[src/teq_pkg.sv]
package teq_pkg;

  localparam int QUEUE_DEPTH = 16;
  localparam int MAX_RESULTS = 16;
  localparam int IDX_W = $clog2(QUEUE_DEPTH);
  localparam int CNT_W = $clog2(QUEUE_DEPTH + 1);
  localparam int RES_CAP = (MAX_RESULTS < QUEUE_DEPTH) ? MAX_RESULTS : QUEUE_DEPTH;
  localparam logic [CNT_W-1:0] RES_CAP_C = CNT_W'(RES_CAP);
  localparam logic [CNT_W-1:0] DEPTH_C = CNT_W'(QUEUE_DEPTH);

  typedef enum logic [1:0] {
    CMD_CREATE = 2'd0,
    CMD_CANCEL = 2'd1,
    CMD_EXPIRE = 2'd2
  } cmd_e;

  typedef enum logic [2:0] {
    STAT_CREATED   = 3'd0,
    STAT_FULL      = 3'd1,
    STAT_CANCELLED = 3'd2,
    STAT_NOT_FOUND = 3'd3,
    STAT_EXPIRED   = 3'd4
  } status_e;

  typedef enum logic [3:0] {
    S_IDLE,
    S_C_RD,
    S_C_CHK,
    S_C_INS,
    S_X_RD,
    S_X_CHK,
    S_E_RD,
    S_E_CHK,
    S_F_RD,
    S_F_OUT,
    S_M_RD,
    S_M_WR,
    S_RESP
  } state_e;

  typedef struct packed {
    logic [63:0] expiry;
    logic [31:0] id;
    logic [31:0] handle;
  } entry_t;

  typedef struct packed {
    logic             we;
    logic [IDX_W-1:0] waddr;
    entry_t           wdata;
    logic [IDX_W-1:0] raddr;
  } store_req_t;

endpackage

[src/teq_store.sv]
module teq_store
  import teq_pkg::*;
(
  input  logic       clk_i,
  input  store_req_t req_i,
  output entry_t     rdata_o
);

  entry_t mem_q [QUEUE_DEPTH];
  entry_t rdata_q;

  always_ff @(posedge clk_i) begin
    if (req_i.we) begin
      mem_q[req_i.waddr] <= req_i.wdata;
    end
    rdata_q <= mem_q[req_i.raddr];
  end

  assign rdata_o = rdata_q;

endmodule

[src/timer_event_queue.sv]
// Sorted timer event queue.
// Slave channel: one request per handshake. tuser holds the command (create,
// cancel, expire); tdata holds expire_time, handle, target_id and now_time.
// Master channel: results. Create and cancel give one result; expire gives
// one result per popped event (up to MAX_RESULTS), or one "none" result.
// tlast marks the final result of a request. Every result carries the head
// of the queue as it stands once the whole request is done.
// Steps: create examines entries from the tail (every moved entry and the
// one the walk stops at), then inserts. Cancel walks all queued entries.
// Expire scans the due entries and the first one not yet due, emits each
// popped event, then moves the remaining entries down. The one read port
// of the entry store sets the pace.
// tready stays low while a request is in progress.
// A stalled receiver holds the result in the output register and stalls the
// walk; no result is dropped.
// Reset empties the queue and clears the id counter; no clearing pass runs.
module timer_event_queue
  import teq_pkg::*;
(
  input  logic         clk_i,
  input  logic         rst_ni,
  input  logic         s_axis_tvalid,
  output logic         s_axis_tready,
  // expire_time[63:0], handle[95:64], target_id[127:96], now_time[191:128]
  input  logic [191:0] s_axis_tdata,
  // cmd[1:0]
  input  logic [1:0]   s_axis_tuser,
  output logic         m_axis_tvalid,
  input  logic         m_axis_tready,
  // id[31:0], out_handle[63:32], head_valid[64], head_time[128:65], zero[135:129]
  output logic [135:0] m_axis_tdata,
  // status[2:0], fired[3]
  output logic [3:0]   m_axis_tuser,
  output logic         m_axis_tlast
);

  state_e           state_q, state_d;
  logic [63:0]      time_q, time_d;
  logic [31:0]      handle_q, handle_d;
  logic [31:0]      tid_q, tid_d;
  logic [CNT_W-1:0] count_q, count_d;
  logic [31:0]      next_id_q, next_id_d;
  logic [63:0]      head_q, head_d;
  logic [CNT_W-1:0] ptr_q, ptr_d;
  logic [CNT_W-1:0] due_q, due_d;
  logic             found_q, found_d;
  status_e          res_status_q, res_status_d;
  logic [31:0]      res_id_q, res_id_d;

  logic             out_valid_q;
  status_e          out_status_q;
  logic [31:0]      out_id_q, out_handle_q;
  logic             out_fired_q, out_hv_q, out_last_q;
  logic [63:0]      out_head_q;

  store_req_t       req;
  entry_t           rd;
  logic             in_fire, out_ready;
  logic             due_now, match, scan_last;
  logic [CNT_W-1:0] due_total;

  logic             out_load;
  status_e          ld_status;
  logic [31:0]      ld_id, ld_handle;
  logic             ld_fired, ld_last;

  teq_store u_store (
    .clk_i  (clk_i),
    .req_i  (req),
    .rdata_o(rd)
  );

  assign s_axis_tready = (state_q == S_IDLE);
  assign in_fire       = s_axis_tvalid && s_axis_tready;
  assign out_ready     = !out_valid_q || m_axis_tready;

  assign due_now   = (rd.expiry <= time_q) && (ptr_q < RES_CAP_C);
  assign due_total = due_now ? ptr_q + CNT_W'(1) : ptr_q;
  assign match     = (rd.id == tid_q);
  assign scan_last = (ptr_q + CNT_W'(1) == count_q);

  always_comb begin
    state_d = state_q;
    case (state_q)
      S_IDLE: begin
        if (in_fire) begin
          case (s_axis_tuser)
            CMD_CREATE: begin
              if (count_q == DEPTH_C) state_d = S_RESP;
              else if (count_q == '0) state_d = S_C_INS;
              else state_d = S_C_RD;
            end
            CMD_CANCEL: state_d = (count_q == '0) ? S_RESP : S_X_RD;
            CMD_EXPIRE: state_d = (count_q == '0) ? S_RESP : S_E_RD;
            default:    state_d = S_RESP;
          endcase
        end
      end
      S_C_RD:  state_d = S_C_CHK;
      S_C_CHK: begin
        if (rd.expiry > time_q && ptr_q != CNT_W'(1)) state_d = S_C_RD;
        else state_d = S_C_INS;
      end
      S_C_INS: state_d = S_RESP;
      S_X_RD:  state_d = S_X_CHK;
      S_X_CHK: state_d = scan_last ? S_RESP : S_X_RD;
      S_E_RD:  state_d = S_E_CHK;
      S_E_CHK: begin
        if (due_now && !scan_last) state_d = S_E_RD;
        else if (due_total == '0) state_d = S_RESP;
        else state_d = S_F_RD;
      end
      S_F_RD:  state_d = S_F_OUT;
      S_F_OUT: begin
        if (out_ready) begin
          if (ptr_q + CNT_W'(1) == due_q) state_d = (count_q == '0) ? S_IDLE : S_M_RD;
          else state_d = S_F_RD;
        end
      end
      S_M_RD:  state_d = S_M_WR;
      S_M_WR:  state_d = scan_last ? S_IDLE : S_M_RD;
      S_RESP:  state_d = out_ready ? S_IDLE : S_RESP;
      default: state_d = S_IDLE;
    endcase
  end

  always_comb begin
    time_d       = time_q;
    handle_d     = handle_q;
    tid_d        = tid_q;
    count_d      = count_q;
    next_id_d    = next_id_q;
    head_d       = head_q;
    ptr_d        = ptr_q;
    due_d        = due_q;
    found_d      = found_q;
    res_status_d = res_status_q;
    res_id_d     = res_id_q;
    req.we       = 1'b0;
    req.waddr    = ptr_q[IDX_W-1:0];
    req.wdata    = rd;
    req.raddr    = ptr_q[IDX_W-1:0];
    out_load     = 1'b0;
    ld_status    = res_status_q;
    ld_id        = res_id_q;
    ld_handle    = '0;
    ld_fired     = 1'b0;
    ld_last      = 1'b1;
    case (state_q)
      S_IDLE: begin
        if (in_fire) begin
          time_d   = (s_axis_tuser == CMD_CREATE) ? s_axis_tdata[63:0] : s_axis_tdata[191:128];
          handle_d = s_axis_tdata[95:64];
          tid_d    = s_axis_tdata[127:96];
          ptr_d    = (s_axis_tuser == CMD_CREATE) ? count_q : '0;
          found_d  = 1'b0;
          case (s_axis_tuser)
            CMD_CREATE: begin
              res_status_d = STAT_FULL;
              res_id_d     = '0;
            end
            CMD_CANCEL: begin
              res_status_d = STAT_NOT_FOUND;
              res_id_d     = s_axis_tdata[127:96];
            end
            default: begin
              res_status_d = STAT_EXPIRED;
              res_id_d     = '0;
            end
          endcase
        end
      end
      S_C_RD: req.raddr = IDX_W'(ptr_q - CNT_W'(1));
      S_C_CHK: begin
        if (rd.expiry > time_q) begin
          req.we = 1'b1;
          ptr_d  = ptr_q - CNT_W'(1);
        end
      end
      S_C_INS: begin
        req.we       = 1'b1;
        req.wdata    = '{expiry: time_q, id: next_id_q, handle: handle_q};
        count_d      = count_q + CNT_W'(1);
        if (ptr_q == '0) head_d = time_q;
        res_status_d = STAT_CREATED;
        res_id_d     = next_id_q;
        next_id_d    = next_id_q + 32'd1;
      end
      S_X_CHK: begin
        // shift every entry after the match down by one
        if (found_q) begin
          req.we    = 1'b1;
          req.waddr = IDX_W'(ptr_q - CNT_W'(1));
          if (ptr_q == CNT_W'(1)) head_d = rd.expiry;
        end
        found_d = found_q || match;
        ptr_d   = ptr_q + CNT_W'(1);
        if (scan_last) begin
          res_status_d = (found_q || match) ? STAT_CANCELLED : STAT_NOT_FOUND;
          res_id_d     = tid_q;
          if (found_q || match) count_d = count_q - CNT_W'(1);
        end
      end
      S_E_CHK: begin
        if (due_now) ptr_d = ptr_q + CNT_W'(1);
        else head_d = rd.expiry;
        if (!due_now || scan_last) begin
          due_d        = due_total;
          count_d      = count_q - due_total;
          ptr_d        = '0;
          res_status_d = STAT_EXPIRED;
          res_id_d     = '0;
        end
      end
      S_F_OUT: begin
        if (out_ready) begin
          out_load  = 1'b1;
          ld_status = STAT_EXPIRED;
          ld_id     = rd.id;
          ld_handle = rd.handle;
          ld_fired  = 1'b1;
          ld_last   = (ptr_q + CNT_W'(1) == due_q);
          ptr_d     = ld_last ? '0 : ptr_q + CNT_W'(1);
        end
      end
      S_M_RD: req.raddr = IDX_W'(ptr_q + due_q);
      S_M_WR: begin
        req.we = 1'b1;
        ptr_d  = ptr_q + CNT_W'(1);
      end
      S_RESP: out_load = out_ready;
      default: ;
    endcase
  end

  always_ff @(posedge clk_i or negedge rst_ni) begin
    if (!rst_ni) begin
      state_q     <= S_IDLE;
      count_q     <= '0;
      next_id_q   <= '0;
      head_q      <= '0;
      ptr_q       <= '0;
      due_q       <= '0;
      found_q     <= 1'b0;
      out_valid_q <= 1'b0;
    end else begin
      state_q   <= state_d;
      count_q   <= count_d;
      next_id_q <= next_id_d;
      head_q    <= head_d;
      ptr_q     <= ptr_d;
      due_q     <= due_d;
      found_q   <= found_d;
      if (out_load) out_valid_q <= 1'b1;
      else if (m_axis_tready) out_valid_q <= 1'b0;
    end
  end

  always_ff @(posedge clk_i) begin
    time_q       <= time_d;
    handle_q     <= handle_d;
    tid_q        <= tid_d;
    res_status_q <= res_status_d;
    res_id_q     <= res_id_d;
    if (out_load) begin
      out_status_q <= ld_status;
      out_id_q     <= ld_id;
      out_handle_q <= ld_handle;
      out_fired_q  <= ld_fired;
      out_last_q   <= ld_last;
      out_hv_q     <= (count_q != '0);
      out_head_q   <= (count_q != '0) ? head_q : '0;
    end
  end

  assign m_axis_tvalid = out_valid_q;
  assign m_axis_tdata  = {7'd0, out_head_q, out_hv_q, out_handle_q, out_id_q};
  assign m_axis_tuser  = {out_fired_q, out_status_q};
  assign m_axis_tlast  = out_last_q;

endmodule

[config.mk]
export PLATFORM = sky130hd
export DESIGN_NAME = timer_event_queue
export DESIGN_NICKNAME = d
export VERILOG_FILES = /design/src/teq_pkg.sv /design/src/teq_store.sv /design/src/timer_event_queue.sv
export SDC_FILE = /design/constraint.sdc
export NUM_CORES = 2
export LEC_CHECK = 0
export BUFFER_PORTS_ARGS = -buffer_cell sky130_fd_sc_hd__buf_2
export CAP_MARGIN = 30
export CORE_MARGIN = 3
export CORE_UTILIZATION = 59
export CTS_BUF_LIST = sky130_fd_sc_hd__clkbuf_4
export DETAILED_ROUTE_END_ITERATION = 10
export PLACE_DENSITY = 0.76
export SYNTH_ARGS = -nofsm -noshare
export SYNTH_HDL_FRONTEND = slang
export SYNTH_SLANG_ARGS = --single-unit
[constraint.sdc]
create_clock -name clk_i -period 14.67 [get_ports clk_i]
set_clock_uncertainty 0.2 [all_clocks]
set_input_delay 0.7335 -clock clk_i [delete_from_list [all_inputs] [get_ports clk_i]]
set_output_delay 0.7335 -clock clk_i [all_outputs]
set_load 0.05 [all_outputs]
==> flow_summary.toml <==
[clocking]
ctsResizeCount = 0
cts_made_buffers = 643
clk_latency_ns = 1.45
cts_sinks = 2590
clk_path_buf_depth = 4
path_clk_slew_ns = 0.07
root_buffer = "clkbuf_4"
h-tree-depth = 6
cts_tree = "built"

[synthesis]
netlist_instances = 4922
synth_cell_types = 68
ys_seq_area_frac = 0.7544
syn_area_per_cell_um2 = 20.44
synth_edf_count = 2345
yosys-top-cells-area = "edfxtp_1 (70%), mux4_2 (14%), dfrtp_1 (2.9%)"
synth_top_area_frac = 0.6999
syn_area_um2 = 100600
synth_flop_cell = "edfxtp_1"
ys.warnings.count = 0
synthArstFlopShare = 0.04517
yosys.area.top_type = "edfxtp_1"
synth_seq_cells = 2590

[drt]
route.detailed.drc = 0
ant_nets = 0
via_per_inst = 6.143
vias = 54660
drtIter0Drc = 6774
wl_um = 243500
drt-wirelength-per-cell_um = 27.37
dr.pass1.iters = 9

[floorplanning]
rows = 150
die-area_um2 = 175500
initial_utilization = 0.5977
die_y_um = 419.0
core_um2 = 168300
io_pins = 341
die_x_um = 419.0

[timing]
finalHoldViolations = 0
fin_crit_sh = 0.4597
drv_slew = 0
fin_setup_tns_ns = 0
rsz0062_at_grt = "no"
period_minus_slack_ns = 6.744
setup-violations-final = 0
worstMarginPinSlew_ns = 1.187
fmax_ghz = 0.1483
slew-limit-headroom = 0.2089

[place]
portBuffers = 333
dpl.hpwl_um = 129500
finalWeightedCongestion = 0.8733

[critical_path]
crit_type = "reg -> reg"
crit_fanout = 49
crit_arrival_ns = 7.48
crit_chain = "inv_1, ha_1, nand4_1, nor3_1, nand4_1, a31oi_1, nor4_4, o31a_1, o31ai_1, nand2_1, nor2_4, buf_4, buf_4"
slowest_stage = "buf_4"
crit_family = "simple AND/OR/NAND/NOR gates"
critPathMaxStageDelay_ns = 0.80
start_kind = "flop"
path_buf_inv = 3
end_kind = "flop"
required_ns = 15.41

[grt]
grt_pass1_vias = 57380
grt_pass1_wl_um = 364700
grt_antenna_before_repair = 3
globalRouteOverflowTotal = 0
grt_max_degree = 163
grt.total_usage = 0.2829

[cells_and_area]
area_growth_pct = 17.03
nNetsFinal = 6480
fillCellCount = 9925
drive_gt1_frac = 0.3435

[flow_run]
drv_cap = 0

[worst_hold_path]
hp-class = "in -> reg"

[pwr]
peakVddDrop_mv = 0.2815
power.density_nw_per_um2 = 208.2
totalPowerFinal_mw = 24.51
power_leakage_nw = 41.64

[outcome]
outcome = "finished clean"
-- worst reg2reg max path, cell delays in order, from the launching register on --
cell      delay (ns)
edfxtp_1        0.37
inv_1           0.06
ha_1            0.33
nand4_1         0.19
nor3_1          0.78
nand4_1         0.38
a31oi_1         0.70
nor4_4          0.19
o31a_1          0.34
o31ai_1         0.55
nand2_1         0.43
nor2_4          0.20
buf_4           0.69
buf_4           0.84
-- per-layer routing --
metal | part of all wire | routed length [µm] | GRT usage
met5 | 0 | 0 | 0
met4 | 0.031 | 7509 | 0.1090
met3 | 0.082 | 19850 | 0.05849
met2 | 0.51 | 125200 | 0.4656
met1 | 0.37 | 90940 | 0.3771
-- placed cells by master (no fill, tap or decap), drive strengths merged, types with 76 or more instances in the layout --
cell	synthesis	layout
buf	151	497
xnor2	76	76
edfxtp	2345	2345
ha	80	80
dfrtp	117	117
mux2	101	101
dlygate4sd3	0	385
mux4	640	640
clkbuf	104	977
inv	115	127
o21ai	164	164
nand2	385	385
clkinv	1	135
dfxtp	128	128
-- layout make-up --
cell class / instances / area, µm² / area share
clock buffer: 977 / 7335 / 0.06229
antenna: 9 / 22.52 / 0.0001913
multi-input combinational: 1967 / 23370 / 0.1985
sequential: 2590 / 75910 / 0.6446
clock inverter: 153 / 765.7 / 0.006503
inverter: 116 / 435.4 / 0.003698
timing repair buffer: 882 / 7157 / 0.06078
tap: 2204 / 2758 / 0.02342
-- cells by family (layout without fill, tap and decap cells) --
logic type,after synthesis,in the layout,share of synthesized area
flops,2590,2590,0.7544
compound gates,312,312,0.01924
fa+ha+maj,82,82,0.01035
xor+xnor,90,90,0.007971
simple gates,667,667,0.03065
buf+inv,371,2128,0.01599
other cells,1,16,0.00003727
mux,809,809,0.1613
-- state kept, by name (all words and copies together), names as in the netlist, 3 cells and up --
signal           flops
count_q              5
out_head_q          64
time_q              64
out_status_q         3
res_id_q            32
u_store.mem_q     2048
u_store.rdata_o    128
next_id_q           32
tid_q               32
res_status_q         3
out_handle_q        32
handle_q            32
due_q                5
ptr_q                5
head_q              64
out_id_q            32
state_q              4
-- cells in the mapped netlist (23+ instances only) --
cell      number
edfxtp_1    2345
mux4_2       640
nand2_1      385
o21ai_0      141
buf_2        132
dfxtp_1      128
dfrtp_1      117
inv_1        113
clkbuf_1     102
mux2_2       101
ha_1          80
xnor2_1       76
and2_1        68
mux2i_1       68
nor2_1        53
a21oi_1       47
and3_1        46
a222oi_1      32
nand3_1       29
nand4_1       28
o21ai_1       23
-- path summary, 6_finish.rpt --
kind	to	from	cells after the start	slack, ns
worst max-delay path	u_store.mem_q[15][43]	time_q[46]	13	7.93
worst min-delay path	res_id_q[18]	s_axis_tdata[114]	4	0.13
worst max register to register	u_store.mem_q[15][43]	time_q[46]	13	7.93
worst min register to register	out_head_q[25]	head_q[25]	1	0.26
max in group asynchronous	head_q[14]	rst_ni	5	13.23
min in group asynchronous	m_axis_tvalid	rst_ni	4	0.29
-- power by group --
part / switching (mW) / leakage, nW / internal (mW)
clock: 2.80 / 4.88 / 3.14
combinational: 4.53 / 13.0 / 3.60
sequential: 0.471 / 23.8 / 9.97
-- per-stage QoR --
| step | hold WS (ns) | cell area (µm²) | cells | utilization | setup WS [ns] |
|---|---|---|---|---|---|
| 2_1_floorplan | 0.2379 | 100600 | 4928 | - | 6.044 |
| 3_3_place_gp | 0.2590 | 105300 | 7343 | 0.6253 | 7.458 |
| 3_5_place_dp | 0.2629 | 105600 | 7365 | 0.6273 | 7.948 |
| 4_1_cts | 0.0008127 | 117600 | 8881 | 0.6985 | 7.929 |
| 5_1_grt | 0.02460 | 117800 | 8897 | 0.6995 | 7.769 |
| 6_report | 0.1263 | 117800 | 8898 | 0.6995 | 7.926 |
-- timing repair --
item / CTS / global route
hold buffers: 386 / 0
hold endpoints to repair: 345 / 0
buffers inserted: 0 / 0
Note: power is estimated with default switching activity, not from simulation.
